`src/hdl/rmc_pkg.sv`:
```
// Shared types, constants and the CRC-32 byte update for the range-masked CRC block.
// No dependencies.
`default_nettype none

package rmc_pkg;

  localparam int SLOT_W = 9;
  localparam int CNT_W  = 10;
  localparam int POS_W  = 32;
  localparam int END_W  = 33;
  localparam int ADDR_W = 4;

  localparam logic [31:0] CRC_POLY   = 32'hEDB8_8320;
  localparam logic [31:0] CRC_PRESET = 32'hFFFF_FFFF;

  typedef enum logic {
    KIND_LOAD = 1'b0,
    KIND_DATA = 1'b1
  } kind_t;

  typedef enum logic [1:0] {
    REG_EXPECTED = 2'd0,
    REG_COUNT    = 2'd1,
    REG_IGN_EN   = 2'd2,
    REG_NONE     = 2'd3
  } reg_idx_t;

  // Request traveling down the range-cell chain. For a load request, a is the range
  // start and b the 33-bit range end. For a data request, a is the byte position.
  typedef struct packed {
    logic              valid;
    kind_t             kind;
    logic [SLOT_W-1:0] slot;
    logic [POS_W-1:0]  a;
    logic [END_W-1:0]  b;
    logic              ign;
    logic [7:0]        data;
    logic              last;
    logic              hit;
  } token_t;

  typedef struct packed {
    logic             adv;
    logic [CNT_W-1:0] count;
    logic             ign_en;
  } ctl_t;

  function automatic logic [31:0] crc_step(input logic [31:0] crc, input logic [7:0] b);
    logic [31:0] c;
    c = crc ^ {24'd0, b};
    for (int i = 0; i < 8; i++) begin
      c = c[0] ? ((c >> 1) ^ CRC_POLY) : (c >> 1);
    end
    return c;
  endfunction

endpackage

`default_nettype wire

```
`src/hdl/rmc_cell.sv`:
```
// One range cell: holds one table slot and passes the request to the next cell.
// Depends on rmc_pkg.
`default_nettype none

module rmc_cell
  import rmc_pkg::*;
#(
  parameter int CELL_IDX = 0
) (
  input  wire logic   clk,
  input  wire logic   rst_n,
  input  wire ctl_t   ctl,
  input  wire token_t tok_in,
  output token_t      tok_out
);

  logic [POS_W-1:0] first_r;
  logic [END_W-1:0] end_r;
  logic             ign_r;
  token_t           tok_r;
  token_t           tok_nxt;
  logic             active;
  logic             in_range;
  logic             slot_hit;

  assign slot_hit = ({1'b0, tok_in.slot} == CNT_W'(CELL_IDX));
  assign active   = (CNT_W'(CELL_IDX) < ctl.count) && (!ign_r || ctl.ign_en);
  assign in_range = (tok_in.a >= first_r) && ({1'b0, tok_in.a} < end_r);

  always_comb begin
    tok_nxt = tok_in;
    if (tok_in.kind == KIND_DATA && active && in_range) begin
      tok_nxt.hit = 1'b1;
    end
  end

  always_ff @(posedge clk) begin
    if (ctl.adv && tok_in.valid && tok_in.kind == KIND_LOAD && slot_hit) begin
      first_r <= tok_in.a;
      end_r   <= tok_in.b;
      ign_r   <= tok_in.ign;
    end
  end

  always_ff @(posedge clk) begin
    if (!rst_n) begin
      tok_r.valid <= 1'b0;
    end else if (ctl.adv) begin
      tok_r <= tok_nxt;
    end
  end

  assign tok_out = tok_r;

endmodule

`default_nettype wire

```
`config.mk`:
```
export PLATFORM = sky130hd
export DESIGN_NAME = rmc_cell
export DESIGN_NICKNAME = d
export VERILOG_FILES = /design/src/hdl/rmc_pkg.sv /design/src/hdl/rmc_cell.sv
export SDC_FILE = /design/constraint.sdc
export NUM_CORES = 1
export LEC_CHECK = 0
export BUFFER_PORTS_ARGS = -buffer_cell sky130_fd_sc_hd__buf_2
export CAP_MARGIN = 5
export CORE_MARGIN = 2
export CORE_UTILIZATION = 35
export DETAILED_ROUTE_END_ITERATION = 8
export SETUP_SLACK_MARGIN = 0.2
export SYNTH_ARGS = -nofsm -noshare
export SYNTH_HDL_FRONTEND = slang
export SYNTH_SLANG_ARGS = --single-unit
```
`constraint.sdc`:
```
create_clock -name clk -period 3.7 [get_ports clk]
set_input_delay 0.37 -clock clk [delete_from_list [all_inputs] [get_ports clk]]
set_output_delay 0.37 -clock clk [all_outputs]
set_load 0.03 [all_outputs]
```
==> Word-level counts from Yosys, hierarchy flattened <==
Cells that the tools add are included.
{ "totals": {"ff_bits": 153, "inputBits": 101, "out_inout_bits": 87, "wordCells": 27} }
{ "op_classes": {"n_lt_le_gt_ge": 3, "bitwise": 1, "reduce_logical": 11} }
{ "ops": {"columns": ["op", "count"], "rows": [
  ["$lt 32x33->1", 1],
  ["$ge 32x32->1", 1],
  ["$lt 1x10->1 const A", 1],
  ["$logic_not 9->1", 1],
  ["$logic_and 1x1->1", 7],
  ["$reduce_and 2->1", 1],
  ["$logic_not 1->1", 1],
  ["$logic_or 1x1->1", 1],
  ["$not 1->1", 1]
]} }

==> Longest topological paths before layout <==
{ "logic_depth": {"word_depth": 5, "depth_mapped": 8, "mapped_depth_nobuf": 8} }

==> Least setup slack after synthesis <==
OpenSTA, ideal clock, no wires.
{ "synth_path": {"path_kind": "in2reg", "startpoint": "input ctl[11] (netlist bit)", "endpoint": "register tok_r (netlist bit tok_out[0]) (enable)", "setup_ns": 0.454, "t_arrival_ns": 2.367, "t_required_ns": 3.246, "setup_slack_ns": 0.879, "stages": 1, "path_buffers": 0, "path_cell_list": "and2_1"} }
{ "synth_between": {"elab_chain_len": 1} }
{ "synth_rtl": {"columns": ["element", "line_no", "source"], "rows": [
  ["start, declared", "rmc_cell.sv:12", "input wire ctl_t ctl,"],
  ["$reduce_and 2->1 (no source line)", null, null],
  ["end signal, assigned", "rmc_cell.sv:49", "tok_r <= tok_nxt;"],
  ["end, declared", "rmc_cell.sv:20", "token_t tok_r;"]
]} }
No other way between the ends.
A chain may end at the register's enable or synchronous reset.

==> Worst setup path after layout <==
{ "layout_path": {"startpoint": "register end_r[15]", "endpoint": "register tok_r (netlist bit tok_out[0]) (data pin)"} }
{ "layout_between": {"elab_chain_len": 3} }
{ "layout_rtl": {"columns": ["element", "line_no", "source"], "rows": [
  ["start, declared", "rmc_cell.sv:18", "logic [END_W-1:0] end_r;"],
  ["start signal, assigned", "rmc_cell.sv:40", "end_r <= tok_in.b;"],
  ["$lt 32x33->1", "rmc_cell.sv:28", "assign in_range = (tok_in.a >= first_r) && ({1'b0, tok_in.a} < end_r);"],
  ["$logic_and 1x1->1", "rmc_cell.sv:28", null],
  ["$logic_and 1x1->1", "rmc_cell.sv:32", "if (tok_in.kind == KIND_DATA && active && in_range) begin"]
]} }
No other way between the ends.

==> results.json <==
{
  "crit_chain": "inv_1 > ha_1 > nand4_1 > nor4_1 > a21oi_1 > a21oi_1 > o31ai_1",
  "hp-class": "in -> reg",
  "post_dp_cell_area_sq_um": 7510,
  "grt_max_degree": 67,
  "fin_area_sq_um": 8180,
  "clock_sinks": 153,
  "grt_overflow": 0,
  "drive_gt1_share_pct": 36.9,
  "die_w_um": 138,
  "synth_seq_cells": 153,
  "drv_cap": 0,
  "ys_warn_count": 0,
  "fillCellCount": 1566,
  "drv_slew": 0,
  "fin_crit_sh_pct": 62.0,
  "via_per_inst": 4.56,
  "core_region_area_sq_um": 17400,
  "first_global_vias": 4110,
  "avgSynthCellArea_sq_um": 15.9,
  "ioPinCount": 188,
  "timing.fmax_ghz": 0.436,
  "cp_common_cell": "a21oi_1",
  "grt_setup_unrepaired": "no",
  "final_cell_mix": "buf_2 (187), edfxtp_1 (152), inv_1 (68)",
  "relSlewSlack_pct": 39.0,
  "yosysSeqAreaShare_pct": 73.2,
  "drt-pass1-iter-count": 4,
  "layout_commonest_cell": "buf_2",
  "grtUsageTotal_pct": 14.7,
  "die_h_um": 138,
  "power_density_nw_per_um2": 530,
  "start_util_pct": 36.0,
  "globalplace.congestion": 0.740,
  "drt-total-wl_um": 13100,
  "multi_input_area_sq_um": 1430,
  "cts_resized": 0,
  "fin_cells": 841,
  "critPathMaxFanout": 3,
  "dp_cells": 808,
  "antenna_found_initial": 3,
  "path_buf_inv": 1,
  "ff_latch_area_sq_um": 4580,
  "drc": 0,
  "status": "finished, final reports clean",
  "die-area_sq_um": 19000,
  "setup_viol": 0,
  "routed-via-count": 3839,
  "path_delay_family": "simple AND/OR/NAND/NOR gates",
  "drtAntennaViolNets": 0,
  "timing.final.hold_violations": 0,
  "fin_skew_ns": 0.00969,
  "cts_buffers": 17,
  "cts_max_level": 4,
  "first_iter_violations": 180,
  "synth_fp_nets": 558,
  "path_class": "reg -> reg",
  "cts_hold_buffers": 0,
  "clkLatencyLatePin_ns": 0.42,
  "final.min_clock_period_ns": 2.29,
  "irDropWorstVdd_mv": 0.373,
  "critPathArrivalTime_ns": 2.47,
  "cts_root_buffer": "clkbuf_16",
  "crit_slowest_cell": "nor4_1",
  "cp.required_ns": 3.88,
  "timing.final.ws_setup_ns": 1.41,
  "detail_route.wl_per_cell_um": 15.6,
  "grt_first_pass_wirelength_um": 20500,
  "setup_tns_ns": 0,
  "netlist_instances": 394,
  "syn-cell-area_sq_um": 6270,
  "nets": 766,
  "clock_path_buffers": 2,
  "clk_pin_slew_ns": 0.06,
  "area_growth_pct": 30.6,
  "cp-end-kind": "flop",
  "max_stage_delay_ns": 0.71,
  "dp_hpwl_um": 9780,
  "startpoint_type": "flop",
  "post_cts_buffers": 0,
  "p_leak_nw": 3.53,
  "fin_util_pct": 47.0,
  "cts_tree": "yes",
  "timing_worst_slew_pin_value_ns": 0.915,
  "rows": 48,
  "pre_cts_ws_ns": 1.17,
  "io_buffers": 187,
  "synth_cell_types": 31
}
-- worst register-to-register path, stage by stage (launching register included) --
cell and delay (ns):
edfxtp_1 0.33, inv_1 0.05, ha_1 0.31, nand4_1 0.16
nor4_1 0.71, a21oi_1 0.22, a21oi_1 0.20, o31ai_1 0.07
-- worst paths after layout --
path	start	end	slack, ns	cells past startpoint
hold reg to reg	tok_out[86]	tok_out[86]	0.49	2
hold / removal	tok_in[3]	tok_out[3]	0.12	1
setup reg to reg	end_r[15]	tok_out[0]	1.41	7
setup / recovery	end_r[15]	tok_out[0]	1.41	7
-- synth_stat cells, drive strengths merged --
| cell type | n | area share, % |
|---|---|---|
| a2111o | 1 | 0.18 |
| a21boi | 1 | 0.12 |
| a21o | 5 | 0.60 |
| a21oi | 29 | 2.4 |
| a221o | 1 | 0.16 |
| a221oi | 4 | 0.76 |
| a31oi | 1 | 0.10 |
| and2 | 2 | 0.20 |
| and3 | 3 | 0.38 |
| and4 | 3 | 0.42 |
| dfxtp | 1 | 0.32 |
| edfxtp | 152 | 73 |
| ha | 63 | 13 |
| inv | 68 | 4.1 |
| nand2 | 18 | 1.1 |
| nand2b | 3 | 0.30 |
| nand3 | 4 | 0.32 |
| nand4 | 7 | 0.70 |
| nand4b | 1 | 0.14 |
| nor2 | 6 | 0.36 |
| nor3 | 2 | 0.16 |
| nor4 | 5 | 0.50 |
| o2111ai | 1 | 0.14 |
| o21ai | 11 | 0.88 |
| o221ai | 1 | 0.14 |
| o31ai | 1 | 0.12 |
-- layer usage --
metal,vias to the layer above,GRT usage [%],part of all wire [%]
li1,1890,-,-
met1,1800,18.1,43
met2,133,23.4,48
met3,14,5.81,8.2
met4,2,5.27,1.4
met5,-,0,0.099
-- report_power, final --
group	internal (mW)	leakage, nW	switching [mW]
Clock	1.27	0.318	0.704
Sequential	1.98	1.41	0.0149
Combinational	0.115	1.81	0.250
Total	3.36	3.53	0.969
-- metrics by stage --
| stage | total power, mW | hold WS (ns) |
|---|---|---|
| 6_report | 4.33 | 0.120 |
| 5_1_grt | 4.49 | 0.104 |
| 4_1_cts | 4.40 | 0.0942 |
| 3_5_place_dp | 2.40 | 0.478 |
| 3_3_place_gp | 2.39 | 0.465 |
| 2_1_floorplan | 2.24 | 0.469 |
-- registers in the layout, indices dropped and copies added, names as in the netlist --
name     count
tok_out     87
end_r       33
first_r     32
ign_r        1
-- final cells by class --
class	instances	area share [%]
multi-input cells	173	17.5
clock inverters	14	2.97
diodes	1	0.0306
well taps	225	3.44
clock buffers	18	5.25
inverters	68	3.12
flip-flops and latches	153	56.0
repair buffers	189	11.6
-- kinds of logic (layout without fill, tap and decap cells) --
family	Yosys count	in the layout	synth area share [%]
fa+ha+maj	63	63	12.6
simple gates	54	54	4.55
flops	153	153	73.2
compound gates	56	56	5.63
other cells	0	1	0
buf+inv	68	289	4.07
Note: power is estimated with default switching activity, not from simulation.
