[src/hdl/rmc_pkg.sv]
// Shared types, constants and the CRC-32 byte update for the range-masked CRC block.
// No dependencies.
`default_nettype none

package rmc_pkg;

  localparam int SLOT_W = 9;
  localparam int CNT_W  = 10;
  localparam int POS_W  = 32;
  localparam int END_W  = 33;
  localparam int ADDR_W = 4;

  localparam logic [31:0] CRC_POLY   = 32'hEDB8_8320;
  localparam logic [31:0] CRC_PRESET = 32'hFFFF_FFFF;

  typedef enum logic {
    KIND_LOAD = 1'b0,
    KIND_DATA = 1'b1
  } kind_t;

  typedef enum logic [1:0] {
    REG_EXPECTED = 2'd0,
    REG_COUNT    = 2'd1,
    REG_IGN_EN   = 2'd2,
    REG_NONE     = 2'd3
  } reg_idx_t;

  // Request traveling down the range-cell chain. For a load request, a is the range
  // start and b the 33-bit range end. For a data request, a is the byte position.
  typedef struct packed {
    logic              valid;
    kind_t             kind;
    logic [SLOT_W-1:0] slot;
    logic [POS_W-1:0]  a;
    logic [END_W-1:0]  b;
    logic              ign;
    logic [7:0]        data;
    logic              last;
    logic              hit;
  } token_t;

  typedef struct packed {
    logic             adv;
    logic [CNT_W-1:0] count;
    logic             ign_en;
  } ctl_t;

  function automatic logic [31:0] crc_step(input logic [31:0] crc, input logic [7:0] b);
    logic [31:0] c;
    c = crc ^ {24'd0, b};
    for (int i = 0; i < 8; i++) begin
      c = c[0] ? ((c >> 1) ^ CRC_POLY) : (c >> 1);
    end
    return c;
  endfunction

endpackage

`default_nettype wire

[src/hdl/rmc_crc.sv]
// CRC-32 byte engine and result register at the tail of the range-cell chain.
// Depends on rmc_pkg.
`default_nettype none

module rmc_crc
  import rmc_pkg::*;
(
  input  wire logic        clk,
  input  wire logic        rst_n,
  input  wire logic        adv,
  input  wire token_t      tok,
  input  wire logic [31:0] expected,
  input  wire logic        out_stall,
  output logic             out_valid,
  output logic [31:0]      out_crc_value,
  output logic             out_crc_matches
);

  logic [31:0] crc_r;
  logic [31:0] crc_nxt;
  logic        valid_r;
  logic [31:0] value_r;
  logic        match_r;
  logic [7:0]  eff_byte;
  logic        take;

  assign eff_byte = tok.hit ? 8'd0 : tok.data;
  assign crc_nxt  = crc_step(crc_r, eff_byte);
  assign take     = adv && tok.valid && tok.kind == KIND_DATA;

  always_ff @(posedge clk) begin
    if (!rst_n) begin
      crc_r   <= CRC_PRESET;
      valid_r <= 1'b0;
    end else begin
      if (take && tok.last) begin
        crc_r   <= CRC_PRESET;
        valid_r <= 1'b1;
        value_r <= ~crc_nxt;
        match_r <= (~crc_nxt == expected);
      end else begin
        if (take) begin
          crc_r <= crc_nxt;
        end
        if (valid_r && !out_stall) begin
          valid_r <= 1'b0;
        end
      end
    end
  end

  assign out_valid       = valid_r;
  assign out_crc_value   = value_r;
  assign out_crc_matches = match_r;

endmodule

`default_nettype wire

[config.mk]
export PLATFORM = sky130hd
export DESIGN_NAME = rmc_crc
export DESIGN_NICKNAME = d
export VERILOG_FILES = /design/src/hdl/rmc_pkg.sv /design/src/hdl/rmc_crc.sv
export SDC_FILE = /design/constraint.sdc
export NUM_CORES = 1
export LEC_CHECK = 0
export BUFFER_PORTS_ARGS = -buffer_cell sky130_fd_sc_hd__buf_2
export CORE_MARGIN = 4
export CORE_UTILIZATION = 49
export DETAILED_ROUTE_END_ITERATION = 8
export GPL_TIMING_DRIVEN = 0
export PLACE_DENSITY = 0.78
export SYNTH_ARGS = -nofsm -noshare
export SYNTH_HDL_FRONTEND = slang
export SYNTH_SLANG_ARGS = --single-unit
[constraint.sdc]
create_clock -name clk -period 3.9 [get_ports clk]
set_input_delay 0.78 -clock clk [delete_from_list [all_inputs] [get_ports clk]]
set_output_delay 0.78 -clock clk [all_outputs]
set_load 0.005 [all_outputs]
# Yosys cells after proc, flatten, opt, wreduce, memory -nomap -nowiden
# Index checks and enable logic that the tools add are counted.
dict set report word_totals {
  mem_count 0
  input_bits 123
  elab_cells 35
  rom_bits 0
  latchBits 0
  ramBits 0
  ff_bits 66
  output_inout_bits 34
}
dict set report classes {
  reduce_logical 8
  shifts 0
  eq_ne 1
  n_bitwise 11
  n_div 0
  muxes 11
  add_sub_neg 0
  multipliers 0
  magnitude_cmp 0
}
# cell count
set op_table {}
lappend op_table {{2-to-1 mux 32 bit} 8}
lappend op_table {{NOT 13 -> 14 bit} 8}
lappend op_table {{== test 32 bit} 1}
lappend op_table {{NOT 32 bit} 1}
lappend op_table {{bitwise XOR 32 x 8 -> 32 bit} 1}
lappend op_table {{2-to-1 mux 8 bit} 1}
lappend op_table {{logical AND 1 bit} 4}
lappend op_table {{2-to-1 mux 1 bit} 2}
lappend op_table {{AND reduction 2 bit} 1}
lappend op_table {{nonzero test 2 bit} 1}
lappend op_table {{OR reduction 2 bit} 1}
lappend op_table {{zero test 1 bit} 1}
lappend op_table {{NOT 1 bit} 1}

# Depth between registers and ports, before layout
dict set report logic_depth {
  word_depth 20
  depth_mapped 9
  mapped_depth_nobuf 9
}

# Worst setup path before layout
# Ideal clock, no wire load.
dict set report synth_timing {
  path_type {input-to-reg}
  startpoint {input tok[2] (netlist name)}
  endpoint {register match_r (netlist: out_crc_matches), data pin}
  t_required_ns 3.730
  stages 9
  path_slack_ns 0.863
  t_arrival_ns 2.868
  setup_ns 0.170
  n_path_buf 1
  cell_sequence {buf_4 > xnor2_1 > nor2_2 > xor3_1 > xor3_1 > xnor2_1 > o2111ai_1 > or4_1 > nor4_2}
}
dict set report synth_via {
  elab_chain_len 17
  word_cells_on_any_way 19
  classes_between {1 x eq/ne; 9 x mux; 9 x bitwise}
}
# item line_no
set synth_lines {}
lappend synth_lines {{from (decl)} rmc_crc.sv:11} ;# input wire token_t tok,
lappend synth_lines {{2-to-1 mux 8 bit (*)} rmc_crc.sv:27} ;# assign eff_byte = tok.hit ? 8'd0 : tok.data;
lappend synth_lines {{bitwise XOR 32 x 8 -> 32 bit (*)} rmc_pkg.sv:50} ;# c = crc ^ {24'd0, b};
lappend synth_lines {{2-to-1 mux 32 bit (*) (2 in a row)} rmc_pkg.sv:52} ;# c = c[0] ? ((c >> 1) ^ CRC_POLY) : (c >> 1);
lappend synth_lines {{NOT 13 -> 14 bit (no line) / 2-to-1 mux 32 bit (equally long branches)} -}
lappend synth_lines {{2-to-1 mux 32 bit (*)} rmc_pkg.sv:52}
lappend synth_lines {{NOT 13 -> 14 bit (no line) / 2-to-1 mux 32 bit (equally long branches)} -}
lappend synth_lines {{2-to-1 mux 32 bit (*) (2 in a row)} rmc_pkg.sv:52}
lappend synth_lines {{NOT 13 -> 14 bit (no line) / 2-to-1 mux 32 bit (equally long branches)} -}
lappend synth_lines {{2-to-1 mux 32 bit (*)} rmc_pkg.sv:52}
lappend synth_lines {{NOT 13 -> 14 bit (no line) / 2-to-1 mux 32 bit (equally long branches)} -}
lappend synth_lines {{2-to-1 mux 32 bit (*)} rmc_pkg.sv:52}
lappend synth_lines {{NOT 13 -> 14 bit (no line)} -}
lappend synth_lines {{2-to-1 mux 32 bit (*)} rmc_pkg.sv:52}
lappend synth_lines {{NOT 32 bit (*)} rmc_crc.sv:40} ;# match_r <= (~crc_nxt == expected);
lappend synth_lines {{== test 32 bit (*)} rmc_crc.sv:40}
lappend synth_lines {{to (signal assigned)} rmc_crc.sv:40}
lappend synth_lines {{to (decl)} rmc_crc.sv:23} ;# logic match_r;
# Every way passes the cells marked *; elsewhere a longest branch is shown, timed or not.
# A chain may end at the register's enable or synchronous reset.

# Final worst setup path
dict set report layout_timing {
  startpoint {input tok[0] (netlist name)}
  endpoint {register match_r (netlist: out_crc_matches), data pin}
}
# Same word-level chain as after synthesis.

==> metrics.yaml <==
drt:
  wl_mm: 9.38
  vias_after_detailed_routing: 2791
  vias_per_cell: 5.32
  initialDrtViolationCount: 208
  route.detailed.wl_per_inst_um: 17.9
  route.detailed.drc: 0
  detailed_routing_iteration_count_for_the_pre_antenna_repair_pass: 5
  number_of_nets_with_antenna_violations_after_routing: 0
floorplan:
  coreArea_um2: 7370
  ios: 157
  die-area_um2: 9170
  start_util_pct: 51.2
  die_h_um: 95.7
  die_w_um: 95.7
  std_cell_rows: 31
cells_and_area:
  finalCoreUtilization_pct: 61.3
  post_route_cells_drive_above_1_share_pct: 28.2
  num-fill-cells: 603
  finalNetCount: 544
  area_growth_pct: 19.7
  num_antenna_cells: 0
  mostFrequentLayoutCells: "buf_2, xnor2_1, nand2_1"
  final_common_cell: "buf_2"
  area_occupied_by_multi_input_gates_um2: 2030
  layout.area.seq_um2: 1650
synth:
  seq_area_frac_synth_pct: 43.8
  syn_area_um2: 3770
  ys_async_sr_fraction_pct: 0
  postSynth.topFlopCell: "edfxtp_1"
  synth_edf_count: 33
  syn-mean-instance-area_um2: 11.4
  post_synth_inst_count: 330
  yosys.cell_types.count: 39
  yosys_warnings: 0
  ys_seq_elements: 66
  synthDominantAreaCellType: "edfxtp_1"
  leading_post_synthesis_cells_by_cell_area: "edfxtp_1, dfxtp_1, xnor2_1"
  yosys.area.top_type_share_pct: 26.3
  synth_nets: 453
clock_network:
  clockBufferDepth: 2
  htree_num_levels: 3
  worst_setup_hold_path_clk_slew_ns: 0.08
  post_cts.repair.setup_buffers: 0
  clk_root_buffer_cell: "clkbuf_8"
  cts.sinks: 66
  hold_buffers: 0
  ctsResizeCount: 0
  total_cts_buffers: 9
  clock_latency_at_the_later_pin_of_the_worst_skew_pair_ns: 0.35
  cts_tree: "yes"
sta:
  relSlewSlack_pct: 49.7
  worstMarginPinSlew_ns: 0.755
  fmaxAchievable_mhz: 307
  report.final.slew_viol_count: 0
  setup_ws_ns: 0.641
  count_of_endpoints_failing_setup_in_the_final_report: 0
  unrepaired_setup_endpoints_after_global_routing: "false"
  fin_crit_ns: 3.26
  period_utilisation_layout_pct: 83.6
  setup_tns_ns: 0
  finalClockSkew_ns: 0.00992
  hold_violations: 0
worst_setup_path:
  worstRegToRegCells: 8
  timing.critical_path.cells: "buf_2, and2b_1, xnor2_1, xor3_1, xor3_1, xnor2_1, o2111ai_1, or4_1, nor4_2"
  critPathSlowestCell: "or4_1"
  critPathMaxStageDelay_ns: 0.50
  critPathArrivalTime_ns: 3.44
  critical_path.top_delay_family: "XOR/XNOR gates"
  worstSetupEndpointType: "register"
  crit_type: "in -> reg"
  rr_endpoint: "out_crc_matches"
  timing.critical_path.fanout_max: 8
  rrSetupSlack_ns: 0.92
  crit_required_ns: 4.08
  start_kind: "primary input"
  path_buf_inv: 1
  critical_path.reg2reg.startpoint: "crc_r[0]"
pwr:
  clkPwrFrac_pct: 29.1
  power_switching_uw: 684
  power.share.switching_pct: 31.7
  power-per-cell-area_nw_per_um2: 478
  total_leakage_power_uw: 0.00187
  seq_power_share_pct: 37.8
  pwr-share-comb_pct: 33.1
  vdd_ir_drop_max_uv: 237
  internal_power_uw: 1470
global_routing:
  grt_max_degree: 34
  gr-max-usage-layer: "met2"
  grt-ovfl-total: 0
  global_route_wire_length_before_repair_mm: 14.4
  use_met2_pct: 36.3
  met3_usage_in_global_routing_pct: 3.99
  grt_util_all_layers_pct: 21.5
  grt_pass1_vias: 2794
  number_of_antenna_violations_at_the_first_check_in_global_routing: 0
  grt_use_met1_pct: 27.2
run_status:
  status: "complete, no violations"
place:
  place_worst_setup_slack_ns: 0.362
  hpwlAfterDp_mm: 6.93
  gp_congestion: 0.924
  numPortBuffers: 80
min_path:
  worst_hold_depth: 2
  min-delay-start: "crc_r[12]"
  hold_class: "reg -> reg"
  min_to: "crc_r[12]"
flow_run:
  drv.max_cap_violation_count: 0
-- cells by family after synthesis --
family	share of synthesized area, %
XOR/XNOR	35.0
AND/OR/NAND/NOR	9.98
flip-flops	43.8
AO/OA/AOI/OAI	8.23
buffers and inverters	2.42
multiplexers	0.564
-- registers in the layout (all words and copies together) (netlist names) --
| name | cells |
|---|---|
| crc_r | 32 |
| out_crc_matches | 1 |
| out_crc_value | 32 |
| out_valid | 1 |
-- how the worst max path moves through the flow --
stage,start,slack [ns],endpoint,depth (start not counted)
after global placement,tok[0],0.33,out_crc_matches,9
after global routing,tok[0],0.43,out_crc_matches,9
after CTS,tok[0],0.69,out_crc_matches,9
after detailed placement,tok[0],0.36,out_crc_matches,9
final,tok[0],0.64,out_crc_matches,9
after floorplan,tok[2],0.86,out_crc_matches,9
-- worst min-delay path: cells and delay by family, from the launching register on --
kind,cells,cell delay [ns]
DFF,1,0.33
and+or+nand+nor,1,0.05
AOI/OAI and AO/OA,1,0.07
-- Yosys cell counts (3+ instances only) --
master	n
clkbuf_1	9
o211ai_1	32
nor2_1	10
and3_1	5
xor3_1	3
xnor2_2	8
nand3_1	5
xnor3_1	4
xnor2_1	72
nand2_1	35
edfxtp_1	33
buf_4	4
xor2_1	33
nor2b_1	6
nor3_1	5
dfxtp_1	33
-- through the flow --
| step | area (um^2) | hold WS [ns] | instances | power, uW |
|---|---|---|---|---|
| finish | 4510 | 0.488 | 525 | 2160 |
| detailed placement | 4300 | 0.471 | 509 | 1530 |
| global placement | 4300 | 0.459 | 509 | 1520 |
| global route | 4510 | 0.521 | 525 | 2260 |
| floorplan | 3770 | 0.445 | 330 | 1360 |
| CTS | 4510 | 0.489 | 525 | 2160 |
-- area by class of cell --
cell class | instances | share of cell area (%)
inverter | 3 | 0.249
timing repair buffer | 80 | 8.87
clock buffer | 15 | 4.13
clock inverter | 1 | 0.665
multi-input combinational | 246 | 45.0
sequential | 66 | 36.6
buffer | 15 | 1.77
tap | 99 | 2.74
-- metal layers --
metal  vias up  routed length [um]
met1      1352                3990
met2       105                4630
li1       1317                   -
met5         -                   0
met4         0                 193
met3        17                 566
-- power by group through the flow --
stage	clock network [uW]	registers (uW)	logic, uW
2_1_floorplan	0	827	533
3_3_place_gp	0	829	692
3_5_place_dp	0	830	704
4_1_cts	629	815	712
5_1_grt	670	817	770
6_report	628	816	715
Note: power is estimated with default switching activity, not from simulation.
